$ cat src/hdl/fas_pkg.sv
// types, codes and reset constants of the flight arming supervisor
package fas_pkg;

    localparam int unsigned TIME_W = 32;
    localparam int unsigned SP_W = 16;
    localparam int unsigned CFG_IDX_W = 3;

    localparam logic [TIME_W-1:0] POWER_ON_DELAY_RST = 32'd3000000;
    localparam logic [TIME_W-1:0] ARMING_TIME_RST = 32'd4000000;
    localparam logic [TIME_W-1:0] RADIO_TIMEOUT_RST = 32'd1000000;
    localparam logic [TIME_W-1:0] IMU_PERIOD_RST = 32'd4000;
    localparam logic [TIME_W-1:0] MAG_PERIOD_RST = 32'd50000;
    localparam logic [TIME_W-1:0] CONTROL_PERIOD_RST = 32'd4000;

    localparam logic [CFG_IDX_W-1:0] REG_POWER_ON_DELAY = 3'd0;
    localparam logic [CFG_IDX_W-1:0] REG_ARMING_TIME = 3'd1;
    localparam logic [CFG_IDX_W-1:0] REG_RADIO_TIMEOUT = 3'd2;
    localparam logic [CFG_IDX_W-1:0] REG_IMU_PERIOD = 3'd3;
    localparam logic [CFG_IDX_W-1:0] REG_MAG_PERIOD = 3'd4;
    localparam logic [CFG_IDX_W-1:0] REG_CONTROL_PERIOD = 3'd5;

    typedef enum logic [2:0] {
        MODE_IDLE = 3'd0,
        MODE_POWER_ON = 3'd1,
        MODE_CALIB = 3'd2,
        MODE_WAIT_ARM = 3'd3,
        MODE_ARMING = 3'd4,
        MODE_RUNNING = 3'd5,
        MODE_FAILSAFE = 3'd6,
        MODE_STOPPING = 3'd7
    } mode_t;

    typedef enum logic [1:0] {
        EV_NONE = 2'd0,
        EV_ARM = 2'd1,
        EV_DISARM = 2'd2,
        EV_TIMEOUT = 2'd3
    } event_t;

    typedef enum logic [1:0] {
        CMD_NONE = 2'd0,
        CMD_ARM_DISARM = 2'd1,
        CMD_STICKS = 2'd2,
        CMD_OTHER = 2'd3
    } cmd_t;

    typedef struct packed {
        logic [TIME_W-1:0] now_us;
        cmd_t cmd;
        logic arm_request;
        logic signed [SP_W-1:0] stick_roll;
        logic signed [SP_W-1:0] stick_pitch;
        logic signed [SP_W-1:0] stick_yaw;
        logic signed [SP_W-1:0] stick_throttle;
    } pass_t;

    typedef struct packed {
        mode_t mode;
        logic armed;
        logic imu_ready;
        logic mag_update;
        logic imu_read;
        logic calibrate;
        logic esc_idle;
        logic run_control;
        logic signed [SP_W-1:0] set_roll;
        logic signed [SP_W-1:0] set_pitch;
        logic signed [SP_W-1:0] set_yaw;
        logic signed [SP_W-1:0] set_throttle;
    } result_t;

    typedef struct packed {
        logic [TIME_W-1:0] power_on_delay_us;
        logic [TIME_W-1:0] arming_time_us;
        logic [TIME_W-1:0] radio_silence_us;
        logic [TIME_W-1:0] imu_period_us;
        logic [TIME_W-1:0] mag_period_us;
        logic [TIME_W-1:0] control_period_us;
    } cfg_t;

    typedef struct packed {
        mode_t mode;
        event_t pending;
        logic [TIME_W-1:0] power_on_start;
        logic [TIME_W-1:0] arming_start;
        logic [TIME_W-1:0] last_radio;
        logic [TIME_W-1:0] last_imu;
        logic [TIME_W-1:0] last_mag;
        logic [TIME_W-1:0] last_control;
        logic armed;
        logic calibrated;
        logic signed [SP_W-1:0] roll;
        logic signed [SP_W-1:0] pitch;
        logic signed [SP_W-1:0] yaw;
        logic signed [SP_W-1:0] throttle;
    } state_t;

    function automatic logic elapsed(
        input logic [TIME_W-1:0] now,
        input logic [TIME_W-1:0] stamp,
        input logic [TIME_W-1:0] period
    );
        logic [TIME_W-1:0] diff;
        diff = now - stamp;
        return diff >= period;
    endfunction

endpackage

$ cat src/hdl/fas_ifs.sv
// valid/ready channel interfaces for loop passes and results
interface fas_pass_if;
    logic valid;
    logic ready;
    fas_pkg::pass_t data;

    modport source (output valid, output data, input ready);
    modport sink (input valid, input data, output ready);
endinterface

interface fas_result_if;
    logic valid;
    logic ready;
    fas_pkg::result_t data;

    modport source (output valid, output data, input ready);
    modport sink (input valid, input data, output ready);
endinterface

$ cat src/hdl/flight_arming_supervisor.sv
// top level of the flight arming supervisor
// Each transaction on pass is one control loop pass and gives exactly one
// transaction on result. A pass is held in an input register, goes through
// the mode, timer and packet logic combinationally, and lands in the result
// register together with the updated state; one pass per cycle is sustained
// while result is not stalled. Configuration writes through cfg_we take
// effect at once and are meant for times when no pass is in flight.
module flight_arming_supervisor (
    input  logic clk,
    input  logic rst_n,
    fas_pass_if.sink pass,
    fas_result_if.source result,
    input  logic cfg_we,
    input  logic [fas_pkg::CFG_IDX_W-1:0] cfg_index,
    input  logic [fas_pkg::TIME_W-1:0] cfg_data
);

    fas_pkg::cfg_t cfg;

    logic in_valid_reg;
    fas_pkg::pass_t in_item_reg;
    logic out_valid_reg;
    fas_pkg::result_t out_item_reg;
    fas_pkg::state_t state_reg;
    fas_pkg::state_t state_next;
    fas_pkg::result_t res_next;
    logic advance;

    fas_cfg_regs u_cfg (
        .clk       (clk),
        .rst_n     (rst_n),
        .cfg_we    (cfg_we),
        .cfg_index (cfg_index),
        .cfg_data  (cfg_data),
        .cfg       (cfg)
    );

    fas_step u_step (
        .cur  (state_reg),
        .item (in_item_reg),
        .cfg  (cfg),
        .nxt  (state_next),
        .res  (res_next)
    );

    assign advance = in_valid_reg && (!out_valid_reg || result.ready);
    assign pass.ready = !in_valid_reg || advance;

    always_ff @(posedge clk or negedge rst_n)
    begin
        if (!rst_n)
        begin
            in_valid_reg <= 1'b0;
        end
        else if (pass.ready)
        begin
            in_valid_reg <= pass.valid;
        end
    end

    always_ff @(posedge clk)
    begin
        if (pass.ready && pass.valid)
        begin
            in_item_reg <= pass.data;
        end
    end

    always_ff @(posedge clk or negedge rst_n)
    begin
        if (!rst_n)
        begin
            state_reg <= '{mode: fas_pkg::MODE_POWER_ON, pending: fas_pkg::EV_NONE,
                           default: '0};
            out_valid_reg <= 1'b0;
        end
        else
        begin
            if (advance)
            begin
                state_reg <= state_next;
                out_valid_reg <= 1'b1;
            end
            else if (result.ready)
            begin
                out_valid_reg <= 1'b0;
            end
        end
    end

    always_ff @(posedge clk)
    begin
        if (advance)
        begin
            out_item_reg <= res_next;
        end
    end

    assign result.valid = out_valid_reg;
    assign result.data = out_item_reg;

`ifndef SYNTHESIS
    a_failsafe_holds: assert property (@(posedge clk) disable iff (!rst_n)
        state_reg.mode == fas_pkg::MODE_FAILSAFE |=> state_reg.mode == fas_pkg::MODE_FAILSAFE)
        else $error("failsafe mode left");

    a_armed_mode: assert property (@(posedge clk) disable iff (!rst_n)
        state_reg.armed |-> (state_reg.mode == fas_pkg::MODE_RUNNING ||
                             state_reg.mode == fas_pkg::MODE_FAILSAFE))
        else $error("armed outside running or failsafe");

    a_calib_pulse: assert property (@(posedge clk) disable iff (!rst_n)
        out_valid_reg && out_item_reg.calibrate |->
            out_item_reg.mode == fas_pkg::MODE_WAIT_ARM && out_item_reg.imu_ready)
        else $error("calibration pulse without entering wait for arm");
`endif

endmodule

$ cat src/hdl/fas_cfg_regs.sv
// configuration register bank of the flight arming supervisor
module fas_cfg_regs (
    input  logic clk,
    input  logic rst_n,
    input  logic cfg_we,
    input  logic [fas_pkg::CFG_IDX_W-1:0] cfg_index,
    input  logic [fas_pkg::TIME_W-1:0] cfg_data,
    output fas_pkg::cfg_t cfg
);

    fas_pkg::cfg_t cfg_reg;
    fas_pkg::cfg_t cfg_next;

    always_comb
    begin
        cfg_next = cfg_reg;
        if (cfg_we)
        begin
            case (cfg_index)
                fas_pkg::REG_POWER_ON_DELAY: cfg_next.power_on_delay_us = cfg_data;
                fas_pkg::REG_ARMING_TIME:    cfg_next.arming_time_us = cfg_data;
                fas_pkg::REG_RADIO_TIMEOUT:  cfg_next.radio_silence_us = cfg_data;
                fas_pkg::REG_IMU_PERIOD:     cfg_next.imu_period_us = cfg_data;
                fas_pkg::REG_MAG_PERIOD:     cfg_next.mag_period_us = cfg_data;
                fas_pkg::REG_CONTROL_PERIOD: cfg_next.control_period_us = cfg_data;
                default:                     cfg_next = cfg_reg;
            endcase
        end
    end

    always_ff @(posedge clk or negedge rst_n)
    begin
        if (!rst_n)
        begin
            cfg_reg.power_on_delay_us <= fas_pkg::POWER_ON_DELAY_RST;
            cfg_reg.arming_time_us <= fas_pkg::ARMING_TIME_RST;
            cfg_reg.radio_silence_us <= fas_pkg::RADIO_TIMEOUT_RST;
            cfg_reg.imu_period_us <= fas_pkg::IMU_PERIOD_RST;
            cfg_reg.mag_period_us <= fas_pkg::MAG_PERIOD_RST;
            cfg_reg.control_period_us <= fas_pkg::CONTROL_PERIOD_RST;
        end
        else
        begin
            cfg_reg <= cfg_next;
        end
    end

    assign cfg = cfg_reg;

endmodule

$ cat src/hdl/fas_step.sv
// one loop pass: packet handling, timeout, sensor pulses and mode machine
module fas_step (
    input  fas_pkg::state_t cur,
    input  fas_pkg::pass_t item,
    input  fas_pkg::cfg_t cfg,
    output fas_pkg::state_t nxt,
    output fas_pkg::result_t res
);

    logic mag_p;
    logic imu_p;
    logic cal_p;
    logic esc_p;
    logic ctl_p;

    always_comb
    begin
        nxt = cur;
        mag_p = 1'b0;
        imu_p = 1'b0;
        cal_p = 1'b0;
        esc_p = 1'b0;
        ctl_p = 1'b0;

        // radio packet
        if (item.cmd != fas_pkg::CMD_NONE)
        begin
            nxt.last_radio = item.now_us;
            if (item.cmd == fas_pkg::CMD_ARM_DISARM)
            begin
                nxt.pending = item.arm_request ? fas_pkg::EV_ARM : fas_pkg::EV_DISARM;
            end
            else if (item.cmd == fas_pkg::CMD_STICKS)
            begin
                nxt.roll = item.stick_roll;
                nxt.pitch = item.stick_pitch;
                nxt.yaw = item.stick_yaw;
                nxt.throttle = item.stick_throttle;
            end
        end

        if (fas_pkg::elapsed(item.now_us, nxt.last_radio, cfg.radio_silence_us))
        begin
            nxt.pending = fas_pkg::EV_TIMEOUT;
        end

        // sensor pulses use the flag from before this pass
        if (cur.calibrated)
        begin
            if (fas_pkg::elapsed(item.now_us, cur.last_mag, cfg.mag_period_us))
            begin
                mag_p = 1'b1;
                nxt.last_mag = item.now_us;
            end
            if (fas_pkg::elapsed(item.now_us, cur.last_imu, cfg.imu_period_us))
            begin
                imu_p = 1'b1;
                nxt.last_imu = item.now_us;
            end
        end

        case (cur.mode)
            fas_pkg::MODE_IDLE:
            begin
                nxt.mode = fas_pkg::MODE_POWER_ON;
                nxt.power_on_start = item.now_us;
            end
            fas_pkg::MODE_POWER_ON:
            begin
                if (fas_pkg::elapsed(item.now_us, cur.power_on_start,
                                     cfg.power_on_delay_us))
                begin
                    nxt.mode = fas_pkg::MODE_CALIB;
                end
            end
            fas_pkg::MODE_CALIB:
            begin
                cal_p = 1'b1;
                nxt.calibrated = 1'b1;
                nxt.mode = fas_pkg::MODE_WAIT_ARM;
            end
            fas_pkg::MODE_WAIT_ARM:
            begin
                if (nxt.pending == fas_pkg::EV_ARM)
                begin
                    nxt.pending = fas_pkg::EV_NONE;
                    nxt.mode = fas_pkg::MODE_ARMING;
                    nxt.arming_start = item.now_us;
                end
            end
            fas_pkg::MODE_ARMING:
            begin
                esc_p = 1'b1;
                if (fas_pkg::elapsed(item.now_us, cur.arming_start, cfg.arming_time_us))
                begin
                    nxt.mode = fas_pkg::MODE_RUNNING;
                    nxt.armed = 1'b1;
                end
            end
            fas_pkg::MODE_RUNNING:
            begin
                if (nxt.pending == fas_pkg::EV_DISARM)
                begin
                    nxt.pending = fas_pkg::EV_NONE;
                    nxt.mode = fas_pkg::MODE_WAIT_ARM;
                    nxt.armed = 1'b0;
                end
                else if (nxt.pending == fas_pkg::EV_TIMEOUT)
                begin
                    nxt.pending = fas_pkg::EV_NONE;
                    nxt.mode = fas_pkg::MODE_FAILSAFE;
                end
                else if (fas_pkg::elapsed(item.now_us, cur.last_control,
                                          cfg.control_period_us))
                begin
                    ctl_p = 1'b1;
                    nxt.last_control = item.now_us;
                end
            end
            fas_pkg::MODE_FAILSAFE:
            begin
                esc_p = 1'b1;
            end
            default:
            begin
                nxt.mode = cur.mode;
            end
        endcase
    end

    always_comb
    begin
        res.mode = nxt.mode;
        res.armed = nxt.armed;
        res.imu_ready = nxt.calibrated;
        res.mag_update = mag_p;
        res.imu_read = imu_p;
        res.calibrate = cal_p;
        res.esc_idle = esc_p;
        res.run_control = ctl_p;
        res.set_roll = nxt.roll;
        res.set_pitch = nxt.pitch;
        res.set_yaw = nxt.yaw;
        res.set_throttle = nxt.throttle;
    end

endmodule

$ cat src/flat_wrapper.sv
// flat-port wrapper written by rule: the top's interface ports become plain ports
module flight_arming_supervisor_flat 
  (clk, rst_n, cfg_we, cfg_index, cfg_data, pass_valid, pass_data, pass_ready, result_valid, result_data, result_ready);
  fas_pass_if pass_i ();
  fas_result_if result_i ();
  input  logic clk;
  input  logic rst_n;
  input  logic cfg_we;
  input  logic [fas_pkg::CFG_IDX_W-1:0] cfg_index;
  input  logic [fas_pkg::TIME_W-1:0] cfg_data;
  input wire logic [$bits(pass_i.valid)-1:0] pass_valid;
  input wire logic [$bits(pass_i.data)-1:0] pass_data;
  output wire logic [$bits(pass_i.ready)-1:0] pass_ready;
  output wire logic [$bits(result_i.valid)-1:0] result_valid;
  output wire logic [$bits(result_i.data)-1:0] result_data;
  input wire logic [$bits(result_i.ready)-1:0] result_ready;
  assign pass_i.valid = pass_valid;
  assign pass_i.data = pass_data;
  assign pass_ready = pass_i.ready;
  assign result_valid = result_i.valid;
  assign result_data = result_i.data;
  assign result_i.ready = result_ready;
  flight_arming_supervisor u_core (.clk(clk), .rst_n(rst_n), .pass(pass_i), .result(result_i), .cfg_we(cfg_we), .cfg_index(cfg_index), .cfg_data(cfg_data));
endmodule
$ cat config.mk
export PLATFORM = sky130hd
export DESIGN_NAME = flight_arming_supervisor_flat
export DESIGN_NICKNAME = d
export VERILOG_FILES = /design/src/hdl/fas_pkg.sv /design/src/hdl/fas_ifs.sv /design/src/hdl/flight_arming_supervisor.sv /design/src/hdl/fas_cfg_regs.sv /design/src/hdl/fas_step.sv /design/src/flat_wrapper.sv
export SDC_FILE = /design/constraint.sdc
export NUM_CORES = 1
export LEC_CHECK = 0
export BUFFER_PORTS_ARGS = -buffer_cell sky130_fd_sc_hd__buf_4
export CAP_MARGIN = 20
export CORE_MARGIN = 1
export CORE_UTILIZATION = 62
export CTS_CLUSTER_SIZE = 8
export DETAILED_ROUTE_END_ITERATION = 8
export PLACE_DENSITY_LB_ADDON = 0.3
export SYNTH_ARGS = -nofsm -noshare
export SYNTH_HDL_FRONTEND = slang
export SYNTH_SLANG_ARGS = --single-unit
$ cat constraint.sdc
create_clock -name clk -period 6.6 [get_ports clk]
set_input_delay 0.33 -clock clk [delete_from_list [all_inputs] [get_ports clk]]
set_output_delay 0.33 -clock clk [all_outputs]
set_load 0.1 [all_outputs]
==> results.py <==
metrics = {
    "drt": {
        "routed_wl_mm": 102,
        "drcViolationCount": 0,
        "wl_per_cell_um": 20.4,
        "first_pass_iters": 6,
        "vias_per_cell": 6.01,
        "drt-initial-drc-count": 2249,
        "ant_nets": 0,
        "num_vias": 29979,
    },
    "yosys": {
        "synth_commonest_cells": "nand2_1, dfrtp_1, inv_1",
        "synth.distinct_cells": 98,
        "netlist_area_um2": 38500,
        "ys.flop_type": "dfrtp_1",
        "ys_async_sr_fraction_pct": 72.5,
        "synth_most_common_cell": "nand2_1",
        "synth_area_leaders": "dfrtp_1, edfxtp_1, ha_1",
        "ys.warnings.count": 0,
        "synth_edf_count": 173,
        "synthesis.nets": 4263,
        "synth_top_area_cell": "dfrtp_1",
        "synthDominantCellAreaShare_pct": 26.9,
        "synth-seq-cells": 630,
        "syn_area_per_cell_um2": 10.3,
        "seq_area_frac_synth_pct": 43.3,
        "syn_inst": 3746,
    },
    "critical_path": {
        "crit_chain": "buf_4 -> ha_1 -> a21o_1 -> a21oi_1 -> or3b_1 -> o21ai_0 -> a311oi_1 -> a31oi_1 -> a21oi_1 -> nand3_1 -> o21ai_0 -> xor2_1 -> ha_1 -> a21o_1 -> a21o_1 -> a21o_1 -> a211oi_1 -> o211ai_1 -> a21oi_1 -> a211oi_2 -> o311ai_1 -> a31o_2 -> o31ai_1",
        "worstSetupStartpointType": "flop",
        "critical_path_buf_inv_count": 1,
        "rrSetupSlack_ps": 320,
        "cp-end-kind": "flop",
        "cp.depth": 23,
        "critical_path_peak_fanout": 9,
        "path_common_cell": "a21o_1",
        "reg2reg_depth": 23,
        "path_class": "flop to flop",
        "cp.required_ps": 6960,
        "path_delay_family": "compound AO/OA/AOI/OAI gates",
        "max_stage_delay_ps": 590,
        "slowest_stage": "a311oi_1",
        "cp.arrival_ps": 6640,
    },
    "timing": {
        "totalNegativeSetupSlack_ps": 0,
        "relSlewSlack_pct": 29.3,
        "rsz0062_at_grt": "false",
        "finalHoldViolCount": 0,
        "finalSetupViolations": 0,
        "drv_slew": 0,
        "period_needed_ps": 6280,
        "fin_worst_skew_ps": 62.2,
        "tightest_slew_ps": 1060,
        "finalWorstSetupSlack_ps": 315,
        "timing.final.crit_share_pct": 95.2,
        "clock.fmax_mhz": 159,
    },
    "clock_tree": {
        "h-tree-depth": 3,
        "cts.clk_slew.worst_paths_ps": 50,
        "clock_path_buffers": 3,
        "numCtsBuffers": 89,
        "postCtsSetupBuffers": 0,
        "clock_sinks": 630,
        "root_buffer": "clkbuf_16",
        "cts_tree": "built",
        "clk_latency_ps": 670,
    },
    "floorplanning": {
        "boundaryPins": 215,
        "start_util_pct": 63.3,
        "core_um2": 60800,
        "core.rowCount": 90,
        "chipHeight_um": 251,
        "dieArea_um2": 63100,
        "fp.dieW_um": 251,
    },
    "global_route": {
        "antenna_found_initial": 2,
        "grt_pass1_vias": 30325,
        "grt_pass1_wl_mm": 161,
        "grt_max_degree": 171,
        "track_usage_pct": 32.4,
        "overflow": 0,
    },
    "place": {
        "routabilityCongestion": 0.931,
        "dp_slack_ps": 480,
        "io_buffers": 214,
        "dp_hpwl_mm": 68.5,
    },
    "power": {
        "power_density_nw_per_um2": 460,
        "ir_drop_mv": 0.307,
        "leakagePower_nw": 21.3,
    },
    "hold_path": {
        "holdPathStages": 3,
        "min-delay-path-class": "input port to flop",
    },
    "final_layout": {
        "largest_reg_flops": 263,
        "area_growth_pct": 17.5,
        "nets": 4644,
        "drive_above_1_share_pct": 18.2,
    },
    "run_status": {
        "status": "complete, no violations",
    },
    "run": {
        "drv_cap": 0,
    },
}
==> logic make-up after synthesis <==
kind of cell | count (synthesis) | synth area share, %
AO/OA/AOI/OAI | 905 | 15.6
XOR/XNOR | 175 | 3.98
adder cells (fa/ha/maj) | 383 | 12.5
buffers and inverters | 523 | 5.24
flip-flops | 630 | 43.3
multiplexers | 309 | 9.46
AND/OR/NAND/NOR | 821 | 9.89
==> area by class of cell <==
class | count | area, um2
fillers | 4057 | 15600
clock inverters | 8 | 196
inverters | 405 | 1530
clock buffers | 157 | 2500
repair buffers | 408 | 3450
multi-input cells | 2593 | 19900
flip-flops and latches | 630 | 16700
diodes | 2 | 5.00
well taps | 782 | 978
==> what timing repair did <==
| item | 4_1_cts | 5_1_grt |
|---|---|---|
| hold buffers | 130 | 0 |
| endpoints found under the setup margin | 0 | 4 |
| hold endpoints to repair | 245 | 0 |
| resized for setup | 0 | 4 |
==> routing by layer <==
layer	wire, um	vias to the layer above	track usage, %
li1	-	14071	-
met1	42700	14603	42.4
met2	48200	1063	53.8
met3	6900	242	5.44
met4	3790	0	12.9
met5	0	-	0
==> worst min-delay path, stage by stage <==
cell and delay, ps:
buf_4 170, nand2_1 60, o21ai_0 60
==> path summary, 6_finish.rpt <==
check	startpoint	to
setup reg to reg	u_core.in_item_reg[75]	u_core.result.data[71]
hold / removal	cfg_data[5]	u_core.u_cfg.cfg[37]
hold reg to reg	u_core.state_reg[5]	u_core.state_reg[5]
max in group asynchronous	rst_n	u_core.state_reg[51]
min in group asynchronous	rst_n	u_core.u_cfg.cfg[37]
setup / recovery	u_core.in_item_reg[75]	u_core.result.data[71]
==> power breakdown <==
part / total, W / leakage (nW) / internal [W] / switching, W
clock: 0.00441 / 1.26 / 0.00258 / 0.00183
combinational: 0.0107 / 12.9 / 0.00465 / 0.00610
sequential: 0.00566 / 7.14 / 0.00510 / 0.000559
total: 0.0208 / 21.3 / 0.0123 / 0.00849
==> through the flow <==
stage | utilization (%) | instances | hold WS [ps] | instance area (um2) | power [W]
floorplan | - | 3746 | 34.4 | 38500 | 0.0137
global placement | 67.8 | 4688 | 356 | 41200 | 0.0158
detailed placement | 67.8 | 4688 | 355 | 41200 | 0.0161
CTS | 74.3 | 4983 | 4.32 | 45200 | 0.0207
global route | 74.4 | 4984 | 30.0 | 45200 | 0.0223
finish | 74.4 | 4985 | 30.4 | 45200 | 0.0208
==> layout by cell type, fill, tap and decap left out, types with 105 or more instances in the layout <==
cell           Yosys  routed
a21o_1           153     152
mux2_2           221     221
o21ai_0          233     233
dlygate4sd3_1      0     130
xnor2_1          118     118
edfxtp_1         173     173
inv_1            404     403
ha_1             373     373
a21oi_1          196     195
nand2_1          424     423
buf_4              0     273
dfrtp_1          414     414
nor2_1           107     105
(Power assumes the default switching activity.)
